`src/hdl/mad_pkg.sv`:
```
package mad_pkg;

    localparam int CFG_IDX_W  = 2;
    localparam int CFG_DATA_W = 13;
    localparam int FACTOR_W   = 9;
    localparam int CHAN_CNT_W = 7;
    localparam int BLOCK_W    = 13;
    localparam int POS_W      = 12;
    localparam int MAX_BLOCK  = 4096;

    localparam logic [CFG_IDX_W-1:0] CFG_DECIMATION_FACTOR   = 2'd0;
    localparam logic [CFG_IDX_W-1:0] CFG_CHANNEL_COUNT       = 2'd1;
    localparam logic [CFG_IDX_W-1:0] CFG_OUTPUT_BLOCK_LENGTH = 2'd2;

    typedef enum logic [2:0] {
        DIV_IDLE,
        DIV_ABS,
        DIV_RUN,
        DIV_FIN,
        DIV_HOLD
    } div_state_t;

endpackage

```
`src/hdl/mad_ram.sv`:
```
module mad_ram #(
    parameter int WIDTH = 32,
    parameter int DEPTH = 64
) (
    input  logic                                   clk,
    input  logic                                   we,
    input  logic [(DEPTH > 1 ? $clog2(DEPTH) : 1)-1:0] waddr,
    input  logic [WIDTH-1:0]                       wdata,
    input  logic                                   re,
    input  logic [(DEPTH > 1 ? $clog2(DEPTH) : 1)-1:0] raddr,
    output logic [WIDTH-1:0]                       rdata
);

    logic [WIDTH-1:0] mem [DEPTH];

    always_ff @(posedge clk)
    begin
        if (we)
        begin
            mem[waddr] <= wdata;
        end
        if (re)
        begin
            rdata <= mem[raddr];
        end
    end

endmodule

```
`src/hdl/mad_div.sv`:
```
module mad_div #(
    parameter int SUM_W = 32,
    parameter int DIV_W = 9,
    parameter int OUT_W = 24
) (
    input  logic                    clk,
    input  logic                    rst_n,
    input  logic                    start,
    input  logic signed [SUM_W-1:0] dividend,
    input  logic [DIV_W-1:0]        divisor,
    output logic                    busy,
    output logic                    res_valid,
    input  logic                    res_take,
    output logic signed [OUT_W-1:0] quotient
);

    localparam int CNT_W = $clog2(SUM_W);
    localparam logic [SUM_W-1:0] HALF = SUM_W'(1) << (OUT_W - 1);

    mad_pkg::div_state_t state_reg, state_next;
    logic [CNT_W-1:0] cnt_reg, cnt_next;
    logic             neg_reg, neg_next;
    logic [SUM_W-1:0] quo_reg, quo_next;
    logic [DIV_W-1:0] rem_reg, rem_next;
    logic [DIV_W-1:0] dvs_reg, dvs_next;
    logic [OUT_W-1:0] res_reg, res_next;
    logic [DIV_W:0]   shifted;
    logic             ge;

    always_ff @(posedge clk or negedge rst_n)
    begin
        if (!rst_n)
        begin
            state_reg <= mad_pkg::DIV_IDLE;
        end
        else
        begin
            state_reg <= state_next;
        end
    end

    always_ff @(posedge clk)
    begin
        cnt_reg <= cnt_next;
        neg_reg <= neg_next;
        quo_reg <= quo_next;
        rem_reg <= rem_next;
        dvs_reg <= dvs_next;
        res_reg <= res_next;
    end

    always_comb
    begin
        state_next = state_reg;
        cnt_next   = cnt_reg;
        neg_next   = neg_reg;
        quo_next   = quo_reg;
        rem_next   = rem_reg;
        dvs_next   = dvs_reg;
        res_next   = res_reg;
        shifted    = {rem_reg, quo_reg[SUM_W-1]};
        ge         = (shifted >= {1'b0, dvs_reg});
        unique case (state_reg)
            mad_pkg::DIV_IDLE:
            begin
                if (start)
                begin
                    neg_next   = dividend[SUM_W-1];
                    quo_next   = dividend;
                    dvs_next   = divisor;
                    state_next = mad_pkg::DIV_ABS;
                end
            end
            mad_pkg::DIV_ABS:
            begin
                quo_next   = neg_reg ? (~quo_reg + SUM_W'(1)) : quo_reg;
                rem_next   = '0;
                cnt_next   = CNT_W'(SUM_W - 1);
                state_next = mad_pkg::DIV_RUN;
            end
            mad_pkg::DIV_RUN:
            begin
                rem_next = ge ? DIV_W'(shifted - {1'b0, dvs_reg}) : DIV_W'(shifted);
                quo_next = {quo_reg[SUM_W-2:0], ge};
                cnt_next = cnt_reg - CNT_W'(1);
                if (cnt_reg == '0)
                begin
                    state_next = mad_pkg::DIV_FIN;
                end
            end
            mad_pkg::DIV_FIN:
            begin
                // saturate magnitude to the signed sample range
                if (neg_reg)
                begin
                    res_next = (quo_reg > HALF) ? OUT_W'(HALF)
                                                : OUT_W'(~quo_reg + SUM_W'(1));
                end
                else
                begin
                    res_next = (quo_reg >= HALF) ? OUT_W'(HALF - SUM_W'(1))
                                                 : OUT_W'(quo_reg);
                end
                state_next = mad_pkg::DIV_HOLD;
            end
            mad_pkg::DIV_HOLD:
            begin
                if (res_take)
                begin
                    state_next = mad_pkg::DIV_IDLE;
                end
            end
            default:
            begin
                state_next = mad_pkg::DIV_IDLE;
            end
        endcase
    end

    assign busy      = (state_reg != mad_pkg::DIV_IDLE);
    assign res_valid = (state_reg == mad_pkg::DIV_HOLD);
    assign quotient  = res_reg;

endmodule

```
`src/hdl/multichannel_average_decimator.sv`:
```
// an item that closes a group has its channel sum passed to the one-bit-per-cycle restoring
// divider, which takes the magnitude, divides, saturates and hands its result to the output register
// throughput: one item per cycle while no group closes; an item that closes a group
// holds off the next item until the divider hands its result to the output register
// reset: counters cleared, registers at factor 2, one channel, block length 1;
// the sum memory is not cleared, the first sample of each group overwrites its entry
module multichannel_average_decimator #(
    parameter int MAX_CHANNELS = 64,
    parameter int SAMPLE_BITS  = 24,
    parameter int MAX_FACTOR   = 256
) (
    input  logic                                           clk,
    input  logic                                           rst_n,
    input  logic                                           cfg_we,
    input  logic [mad_pkg::CFG_IDX_W-1:0]                  cfg_index,
    input  logic [mad_pkg::CFG_DATA_W-1:0]                 cfg_data,
    input  logic                                           in_valid,
    output logic                                           in_stall,
    input  logic signed [SAMPLE_BITS-1:0]                  sample_value,
    input  logic                                           restart,
    output logic                                           out_valid,
    input  logic                                           out_stall,
    output logic signed [SAMPLE_BITS-1:0]                  average_value,
    output logic [(MAX_CHANNELS > 1 ? $clog2(MAX_CHANNELS) : 1)-1:0] channel_index,
    output logic                                           block_last
);

    localparam int CH_W  = (MAX_CHANNELS > 1) ? $clog2(MAX_CHANNELS) : 1;
    localparam int CHL_W = $clog2(MAX_CHANNELS + 1);
    localparam int PH_W  = $clog2(MAX_FACTOR);
    localparam int FCL_W = $clog2(MAX_FACTOR + 1);
    localparam int SUM_W = SAMPLE_BITS + $clog2(MAX_FACTOR);
    localparam int POS_W = mad_pkg::POS_W;
    localparam int BLK_W = mad_pkg::BLOCK_W;

    logic [mad_pkg::FACTOR_W-1:0]   fac_reg;
    logic [mad_pkg::CHAN_CNT_W-1:0] chn_reg;
    logic [BLK_W-1:0]               blk_reg;

    logic [CH_W-1:0]  ch_reg, ch_next;
    logic [PH_W-1:0]  phase_reg, phase_next;
    logic [POS_W-1:0] pos_reg, pos_next;

    logic [FCL_W-1:0] factor;
    logic [CHL_W-1:0] chans;
    logic [BLK_W-1:0] blen;

    logic             acc;
    logic [CH_W-1:0]  ch_eff;
    logic [PH_W-1:0]  phase_eff;
    logic [POS_W-1:0] pos_eff;
    logic             last_ch, group_end, pos_end;

    logic                    s1_valid_reg;
    logic [CH_W-1:0]         s1_ch_reg;
    logic signed [SAMPLE_BITS-1:0] s1_sample_reg;
    logic                    s1_first_reg, s1_end_reg, s1_blast_reg;
    logic                    fwd_reg;
    logic signed [SUM_W-1:0] fwd_sum_reg;
    logic signed [SUM_W-1:0] rdata, base, sum1;

    logic [CH_W-1:0] tag_ch_reg;
    logic            tag_last_reg;

    logic                          div_busy, div_res_valid, div_take, div_start;
    logic signed [SAMPLE_BITS-1:0] div_quotient;

    logic                          out_valid_reg;
    logic signed [SAMPLE_BITS-1:0] out_avg_reg;
    logic [CH_W-1:0]               out_ch_reg;
    logic                          out_last_reg;

    // register clamping
    always_comb
    begin
        if (fac_reg < mad_pkg::FACTOR_W'(2))
        begin
            factor = FCL_W'(2);
        end
        else if (32'(fac_reg) > MAX_FACTOR)
        begin
            factor = FCL_W'(MAX_FACTOR);
        end
        else
        begin
            factor = FCL_W'(fac_reg);
        end

        if (chn_reg == '0)
        begin
            chans = CHL_W'(1);
        end
        else if (32'(chn_reg) > MAX_CHANNELS)
        begin
            chans = CHL_W'(MAX_CHANNELS);
        end
        else
        begin
            chans = CHL_W'(chn_reg);
        end

        if (blk_reg == '0)
        begin
            blen = BLK_W'(1);
        end
        else if (32'(blk_reg) > mad_pkg::MAX_BLOCK)
        begin
            blen = BLK_W'(mad_pkg::MAX_BLOCK);
        end
        else
        begin
            blen = blk_reg;
        end
    end

    assign in_stall = div_busy | (s1_valid_reg & s1_end_reg);
    assign acc      = in_valid & ~in_stall;

    assign ch_eff    = restart ? '0 : ch_reg;
    assign phase_eff = restart ? '0 : phase_reg;
    assign pos_eff   = restart ? '0 : pos_reg;

    assign last_ch   = (CHL_W'(ch_eff) >= chans - CHL_W'(1));
    assign group_end = (FCL_W'(phase_eff) >= factor - FCL_W'(1));
    assign pos_end   = (BLK_W'(pos_eff) >= blen - BLK_W'(1));

    // counter update per accepted item
    always_comb
    begin
        ch_next    = ch_reg;
        phase_next = phase_reg;
        pos_next   = pos_reg;
        if (acc)
        begin
            ch_next    = last_ch ? '0 : ch_eff + CH_W'(1);
            phase_next = phase_eff;
            pos_next   = pos_eff;
            if (last_ch)
            begin
                if (group_end)
                begin
                    phase_next = '0;
                    pos_next   = pos_end ? '0 : pos_eff + POS_W'(1);
                end
                else
                begin
                    phase_next = phase_eff + PH_W'(1);
                end
            end
        end
    end

    always_ff @(posedge clk or negedge rst_n)
    begin
        if (!rst_n)
        begin
            fac_reg       <= mad_pkg::FACTOR_W'(2);
            chn_reg       <= mad_pkg::CHAN_CNT_W'(1);
            blk_reg       <= BLK_W'(1);
            ch_reg        <= '0;
            phase_reg     <= '0;
            pos_reg       <= '0;
            s1_valid_reg  <= 1'b0;
            fwd_reg       <= 1'b0;
            out_valid_reg <= 1'b0;
        end
        else
        begin
            if (cfg_we)
            begin
                unique case (cfg_index)
                    mad_pkg::CFG_DECIMATION_FACTOR:
                        fac_reg <= cfg_data[mad_pkg::FACTOR_W-1:0];
                    mad_pkg::CFG_CHANNEL_COUNT:
                        chn_reg <= cfg_data[mad_pkg::CHAN_CNT_W-1:0];
                    mad_pkg::CFG_OUTPUT_BLOCK_LENGTH:
                        blk_reg <= cfg_data[BLK_W-1:0];
                    default:
                    begin
                    end
                endcase
            end
            ch_reg        <= ch_next;
            phase_reg     <= phase_next;
            pos_reg       <= pos_next;
            s1_valid_reg  <= acc;
            fwd_reg       <= acc & s1_valid_reg & (s1_ch_reg == ch_eff);
            out_valid_reg <= div_take | (out_valid_reg & out_stall);
        end
    end

    always_ff @(posedge clk)
    begin
        if (acc)
        begin
            s1_ch_reg     <= ch_eff;
            s1_sample_reg <= sample_value;
            s1_first_reg  <= (phase_eff == '0);
            s1_end_reg    <= group_end;
            s1_blast_reg  <= last_ch & pos_end;
        end
        fwd_sum_reg <= sum1;
        if (div_start)
        begin
            tag_ch_reg   <= s1_ch_reg;
            tag_last_reg <= s1_blast_reg;
        end
        if (div_take)
        begin
            out_avg_reg  <= div_quotient;
            out_ch_reg   <= tag_ch_reg;
            out_last_reg <= tag_last_reg;
        end
    end

    // read-modify-write of the channel sum, forwarded when back to back on one entry
    assign base = fwd_reg ? fwd_sum_reg : rdata;
    assign sum1 = s1_first_reg ? SUM_W'(s1_sample_reg) : base + SUM_W'(s1_sample_reg);

    mad_ram #(
        .WIDTH (SUM_W),
        .DEPTH (MAX_CHANNELS)
    ) u_sums (
        .clk   (clk),
        .we    (s1_valid_reg),
        .waddr (s1_ch_reg),
        .wdata (sum1),
        .re    (acc),
        .raddr (ch_eff),
        .rdata (rdata)
    );

    assign div_start = s1_valid_reg & s1_end_reg;
    assign div_take  = div_res_valid & (~out_valid_reg | ~out_stall);

    mad_div #(
        .SUM_W (SUM_W),
        .DIV_W (FCL_W),
        .OUT_W (SAMPLE_BITS)
    ) u_div (
        .clk       (clk),
        .rst_n     (rst_n),
        .start     (div_start),
        .dividend  (sum1),
        .divisor   (factor),
        .busy      (div_busy),
        .res_valid (div_res_valid),
        .res_take  (div_take),
        .quotient  (div_quotient)
    );

    assign out_valid     = out_valid_reg;
    assign average_value = out_avg_reg;
    assign channel_index = out_ch_reg;
    assign block_last    = out_last_reg;

endmodule

```
`config.mk`:
```
export PLATFORM = sky130hd
export DESIGN_NAME = multichannel_average_decimator
export DESIGN_NICKNAME = d
export VERILOG_FILES = /design/src/hdl/mad_pkg.sv /design/src/hdl/mad_ram.sv /design/src/hdl/mad_div.sv /design/src/hdl/multichannel_average_decimator.sv
export SDC_FILE = /design/constraint.sdc
export NUM_CORES = 2
export LEC_CHECK = 0
export CELL_PAD_IN_SITES_DETAIL_PLACEMENT = 1
export CELL_PAD_IN_SITES_GLOBAL_PLACEMENT = 2
export CORE_MARGIN = 10
export CORE_UTILIZATION = 57
export CTS_BUF_LIST = sky130_fd_sc_hd__clkbuf_8
export DETAILED_ROUTE_END_ITERATION = 8
export DONT_BUFFER_PORTS = 1
export HOLD_SLACK_MARGIN = 0.12
export PLACE_DENSITY = 0.86
export SLEW_MARGIN = 0
export SYNTH_ARGS = -nofsm -noshare
export SYNTH_HDL_FRONTEND = slang
export SYNTH_SLANG_ARGS = --single-unit
export TNS_END_PERCENT = 30
```
`constraint.sdc`:
```
create_clock -name clk -period 17.32 [get_ports clk]
set_input_delay 2.598 -clock clk [delete_from_list [all_inputs] [get_ports clk]]
set_output_delay 2.598 -clock clk [all_outputs]
set_load 0.01 [all_outputs]
```
After elaboration in Yosys (flattened, before gate mapping)
Memory sizes are Yosys's and may differ from the RTL's. A register that Yosys moved wholly into a read port is not among the register bits. Index checks and enable logic that the tools add are counted.

Flip-flop bits (word level): 244. Bits in writable memories: 2048. Input bits: 45. Output and inout bits: 33. Memories: 1.

Memory list: u_sums.mem (words 64, bits a word 32, read ports 1, clocked after memory_dff 1, write ports 1, RTL line mad_ram.sv:14) `logic [WIDTH-1:0] mem [DEPTH];`.

$add $sub $neg: 10. Order comparisons: 10. Eq/ne operators: 11. Mux-type cells: 32. Bitwise gates (word level): 14. Reductions and logical operators: 15.

Operators by type and width (count): $mux 32 (4); $pmux 32 s3 (1); $mux 24 (3); $mux 12 (4); $add 32x1->32 const B (1); $add 32x24->32 (1); $ge 32x24->1 const B (1); $gt 32x24->1 const B (1); $not 32->32 (1); $mux 9 (3); $mux 13 (2); $mux 8 (3); $pmux 9 s2 (1); $pmux 3 s5 (1); $mux 7 (2); $ge 12x13->1 (1); $gt 13x13->1 const B (1); $logic_not 13->1 (1); $sub 13x1->13 const B (1); $add 12x1->12 const B (1); $mux 6 (2); $ge 10x9->1 (1); $pmux 5 s2 (1); $ge 8x9->1 (1); other kinds (32) (53).

Logic depth before layout (Yosys ltp)
Depth after elaboration: 8. Depth in mapped cells: 21.

Modules after synthesis
A second synthesis with hierarchy kept.

Cell total of the unflattened synthesis: 4710. Area total of the unflattened synthesis: 93055.5 um2.

By module, submodules not included: mad_ram (times used 1, cells each 3324, area each 78835.6 um2, sequential area each 62459.9 um2); multichannel_average_decimator (times used 1, cells each 905, area each 9307.7 um2, sequential area each 4227.8 um2); mad_div (times used 1, cells each 481, area each 4912.2 um2, sequential area each 2477.4 um2).

Worst setup path before layout
Ideal clock, no wire load.

Kind: reg-to-reg. From: register fwd_reg. To: memory u_sums.mem[0][30] (data pin). Setup time: 0.708 ns. Arrival: 5.699 ns. Data required time: 16.612 ns. Path slack: 10.913 ns. Stages on the path, launching flop included: 16. Buffers on the path: 2. Period minus slack after synthesis: 6.407 ns. Cells stage by stage: dfrtp_1 > clkbuf_1 > clkbuf_1 > mux2_2 > ha_1 > inv_1 > fa_1 > nor2b_1 > o211ai_1 > a31oi_1 > o31ai_1 > o31ai_1 > a211o_1 > a21boi_0 > xor2_1 > o21ai_0.

Cells in the longest elaborated chain, start to end: 3.

Ends and longest elaborated chain: start: declaration (RTL line multichannel_average_decimator.sv:58) `logic fwd_reg;`; start signal: assignment (RTL line multichannel_average_decimator.sv:187) `fwd_reg <= acc & s1_valid_reg & (s1_ch_reg == ch_eff);`; $mux 32 (RTL line multichannel_average_decimator.sv:217) `assign base = fwd_reg ? fwd_sum_reg : rdata;`; $add 32x24->32 (RTL line multichannel_average_decimator.sv:218) `assign sum1 = s1_first_reg ? SUM_W'(s1_sample_reg) : base + SUM_W'(s1_sample_reg);`; $mux 32 (RTL line multichannel_average_decimator.sv:218); net sum1[30] (RTL line multichannel_average_decimator.sv:60) `logic signed [SUM_W-1:0] rdata, base, sum1;`; end: declaration (RTL line mad_ram.sv:14).

The timed path passes the listed nets, and every way through them passes these cells.

Final worst setup path
From: input restart. To: register u_sums.rdata[6] (read register of u_sums.mem) (data pin).

Cells in the longest elaborated chain, start to end: 1.

Ends and longest elaborated chain: start: declaration (RTL line multichannel_average_decimator.sv:20) `input logic restart,`; $mux 6 (RTL line multichannel_average_decimator.sv:119) `assign ch_eff = restart ? '0 : ch_reg;`; end: declaration (RTL line mad_ram.sv:11) `output logic [WIDTH-1:0] rdata`.

No other way between the ends. A chain may end at the register's enable or synchronous reset.

==> flow_metrics.env <==
export IMPL_status="finished clean"
export IMPL_setup_slack_ps=11410
export IMPL_clock_path_buffers=4
export IMPL_drv_cap=0
export IMPL_multi_input_area_mm2=0.02336
export IMPL_ios=78
export IMPL_clock_skew_ps=103.0
export IMPL_core_area_mm2=0.1624
export IMPL_p_per_area_mw_per_mm2=148.8
export IMPL_worstSkewPairLatency_ps=1090
export IMPL_layout_drive_gt1_share_pct=29.22
export IMPL_dr_pass1_iters=5
export IMPL_crit_type="primary input to register"
export IMPL_final_common_cell="edfxtp_1"
export IMPL_drc=0
export IMPL_cts_tree="yes"
export IMPL_peakVddDrop_mv=0.09497
export IMPL_seq_area_mm2=0.06917
export IMPL_ys_types=82
export IMPL_die_area_mm2=0.1794
export IMPL_tightest_slew_ps=1378
export IMPL_period_needed_ps=5905
export IMPL_grt_pass1_vias=51349
export IMPL_async_flop_share_pct=2.625
export IMPL_syn_num_nets=4496
export IMPL_dp_hpwl_um=138700
export IMPL_start_util_pct=57.16
export IMPL_num_vias=49632
export IMPL_cts_repair_resize_count=0
export IMPL_drtIter0Drc=7464
export IMPL_max_freq_mhz=169.3
export IMPL_final_cell_mix="edfxtp_1, mux4_2, clkbuf_8"
export IMPL_path_clk_slew_ps=60
export IMPL_clock_sinks=2324
export IMPL_chipWidth_um=423.5
export IMPL_grt_use_total_pct=29.54
export IMPL_syn2layout_area_growth_pct=11.06
export IMPL_synth_avg_cell_area_um2=21.22
export IMPL_syn_inst=4374
export IMPL_cp_required_ps=18130
export IMPL_via_per_inst=6.990
export IMPL_cts_buffers=375
export IMPL_largest_register_ffs=2048
export IMPL_drtAntennaViolNets=0
export IMPL_finalCritPeriodShare_pct=34.10
export IMPL_synthFlopType="edfxtp_1"
export IMPL_die_h_um=423.5
export IMPL_cts_setup_buffers=0
export IMPL_final_nets=4780
export IMPL_setup_violations=0
export IMPL_hold_viol_final=0
export IMPL_hold_buffers=0
export IMPL_largest_register="u_sums.mem"
export IMPL_worstPathArrival_ps=6720
export IMPL_fill_cells=13249
export IMPL_holdCritPathClass="register to register"
export IMPL_ys_seq_elements=2324
export IMPL_antenna_found_initial=16
export IMPL_crit_fanout=51
export IMPL_synth_edf_count=2231
export IMPL_rsz0062_at_grt="false"
export IMPL_endpoint_kind="register"
export IMPL_cts_root_buf="clkbuf_8"
export IMPL_yosysWarnings=0
export IMPL_p_leak_nw=33.14
export IMPL_slew_headroom_pct=8.135
export IMPL_wire_per_inst_um=37.34
export IMPL_slowest_stage="buf_4"
export IMPL_drt_total_wl_um=265100
export IMPL_io_buffer_count=0
export IMPL_grt_max_degree=144
export IMPL_netlist_area_mm2=0.09282
export IMPL_cts_htree_levels=5
export IMPL_critPathMostFrequentCell="mux4_2"
export IMPL_tns_ps=0
export IMPL_core_rowCount=148
export IMPL_start_kind="primary input"
export IMPL_synth_yosys_seq_area_share_pct=74.51
export IMPL_maxSlewViolCount=0
export IMPL_grt_ovfl_total=0
export IMPL_dpl_worst_slack_ps=10310
export IMPL_critPathMaxStageDelay_ps=850
export IMPL_place_congestion=0.8342
export IMPL_grt_pass1_wl_um=381200
export IMPL_crit_chain="nand2b_2 > inv_8 > buf_4 > buf_4 > mux4_2 > mux4_2 > mux4_2"
-- power breakdown --
| part | total [mW] | switching, mW | internal (mW) |
|---|---|---|---|
| clock network | 4.37 | 2.20 | 2.17 |
| logic | 3.86 | 2.28 | 1.58 |
| registers | 7.11 | 0.280 | 6.83 |
| total | 15.3 | 4.76 | 10.6 |
-- Yosys cell counts, drive strengths merged (19+ instances only) --
| library cell | n | share of area, % |
|---|---|---|
| a21o | 33 | 0.27 |
| a21oi | 74 | 0.40 |
| buf | 67 | 0.38 |
| clkbuf | 160 | 0.65 |
| dfrtp | 58 | 1.6 |
| dfxtp | 32 | 0.69 |
| edfxtp | 2231 | 72 |
| ha | 75 | 1.0 |
| inv | 58 | 0.23 |
| mux2 | 62 | 0.75 |
| mux4 | 672 | 16 |
| nand2 | 130 | 0.53 |
| nand2b | 31 | 0.21 |
| nand3 | 30 | 0.17 |
| nor2 | 146 | 0.60 |
| nor2b | 38 | 0.26 |
| nor3 | 39 | 0.23 |
| o21ai | 108 | 0.58 |
| o311ai | 19 | 0.18 |
| xnor2 | 43 | 0.41 |
| xor2 | 32 | 0.30 |
-- logic make-up (layout without fill, tap and decap cells) --
family                     Yosys count  count (layout)  share of synthesized area (%)
adders and majority gates           77              77                          1.054
xor gates and xnor gates            75              75                         0.7077
and+or+nand+nor                    497             497                          2.643
other                                0               4                              0
AOI/OAI and AO/OA                  371             371                          2.645
muxes                              744             744                          17.16
buffers and inverters              286             833                          1.274
DFF                               2324            2324                          74.51
-- critical path, delay by kind of cell --
family	cells	cell delay, ps
simple gates	1	220
mux	3	1630
buf+inv	3	2110
-- metal layers --
layer	up-vias	track usage, %	wire length (µm)	part of all wire, %
li1	18929	-	-	-
met1	25992	39.94	95370	36
met2	3937	46.01	126200	48
met3	762	7.569	30890	12
met4	12	12.76	12590	4.7
met5	-	0	80	0.030
-- final timing paths --
kind | from | to | slack, ps | depth (start not counted)
min in group asynchronous | rst_n | fac_reg[6] | 1240 | 0
worst max-delay path | restart | u_sums.rdata[6] | 11410 | 7
worst min register to register | u_div.quotient[2] | average_value[2] | 410 | 0
worst min-delay path | u_div.quotient[2] | average_value[2] | 410 | 0
max in group asynchronous | rst_n | blk_reg[0] | 15830 | 0
worst max register to register | ch_reg[2] | u_sums.rdata[17] | 11730 | 7
-- through the flow --
stage,instance area [µm²],hold WS [ps],cells,util [%],power [mW]
detailed placement,96520,406.3,6456,59.43,10.97
finish,103100,413.8,7100,63.48,15.34
floorplan,92820,400.3,4374,-,9.692
CTS,103100,410.0,7096,63.47,15.38
global route,103100,426.1,7097,63.47,15.89
global placement,96520,402.2,6456,59.43,10.84
-- final cells by class --
| type | instances | area share (%) |
|---|---|---|
| inverters | 58 | 0.2209 |
| clock buffers | 390 | 5.207 |
| diodes | 4 | 0.009710 |
| multi-input cells | 1764 | 22.66 |
| repair buffers | 135 | 1.007 |
| clock inverters | 250 | 1.157 |
| well taps | 2175 | 2.640 |
| flip-flops and latches | 2324 | 67.10 |
Power figures use the tool's default switching activity.
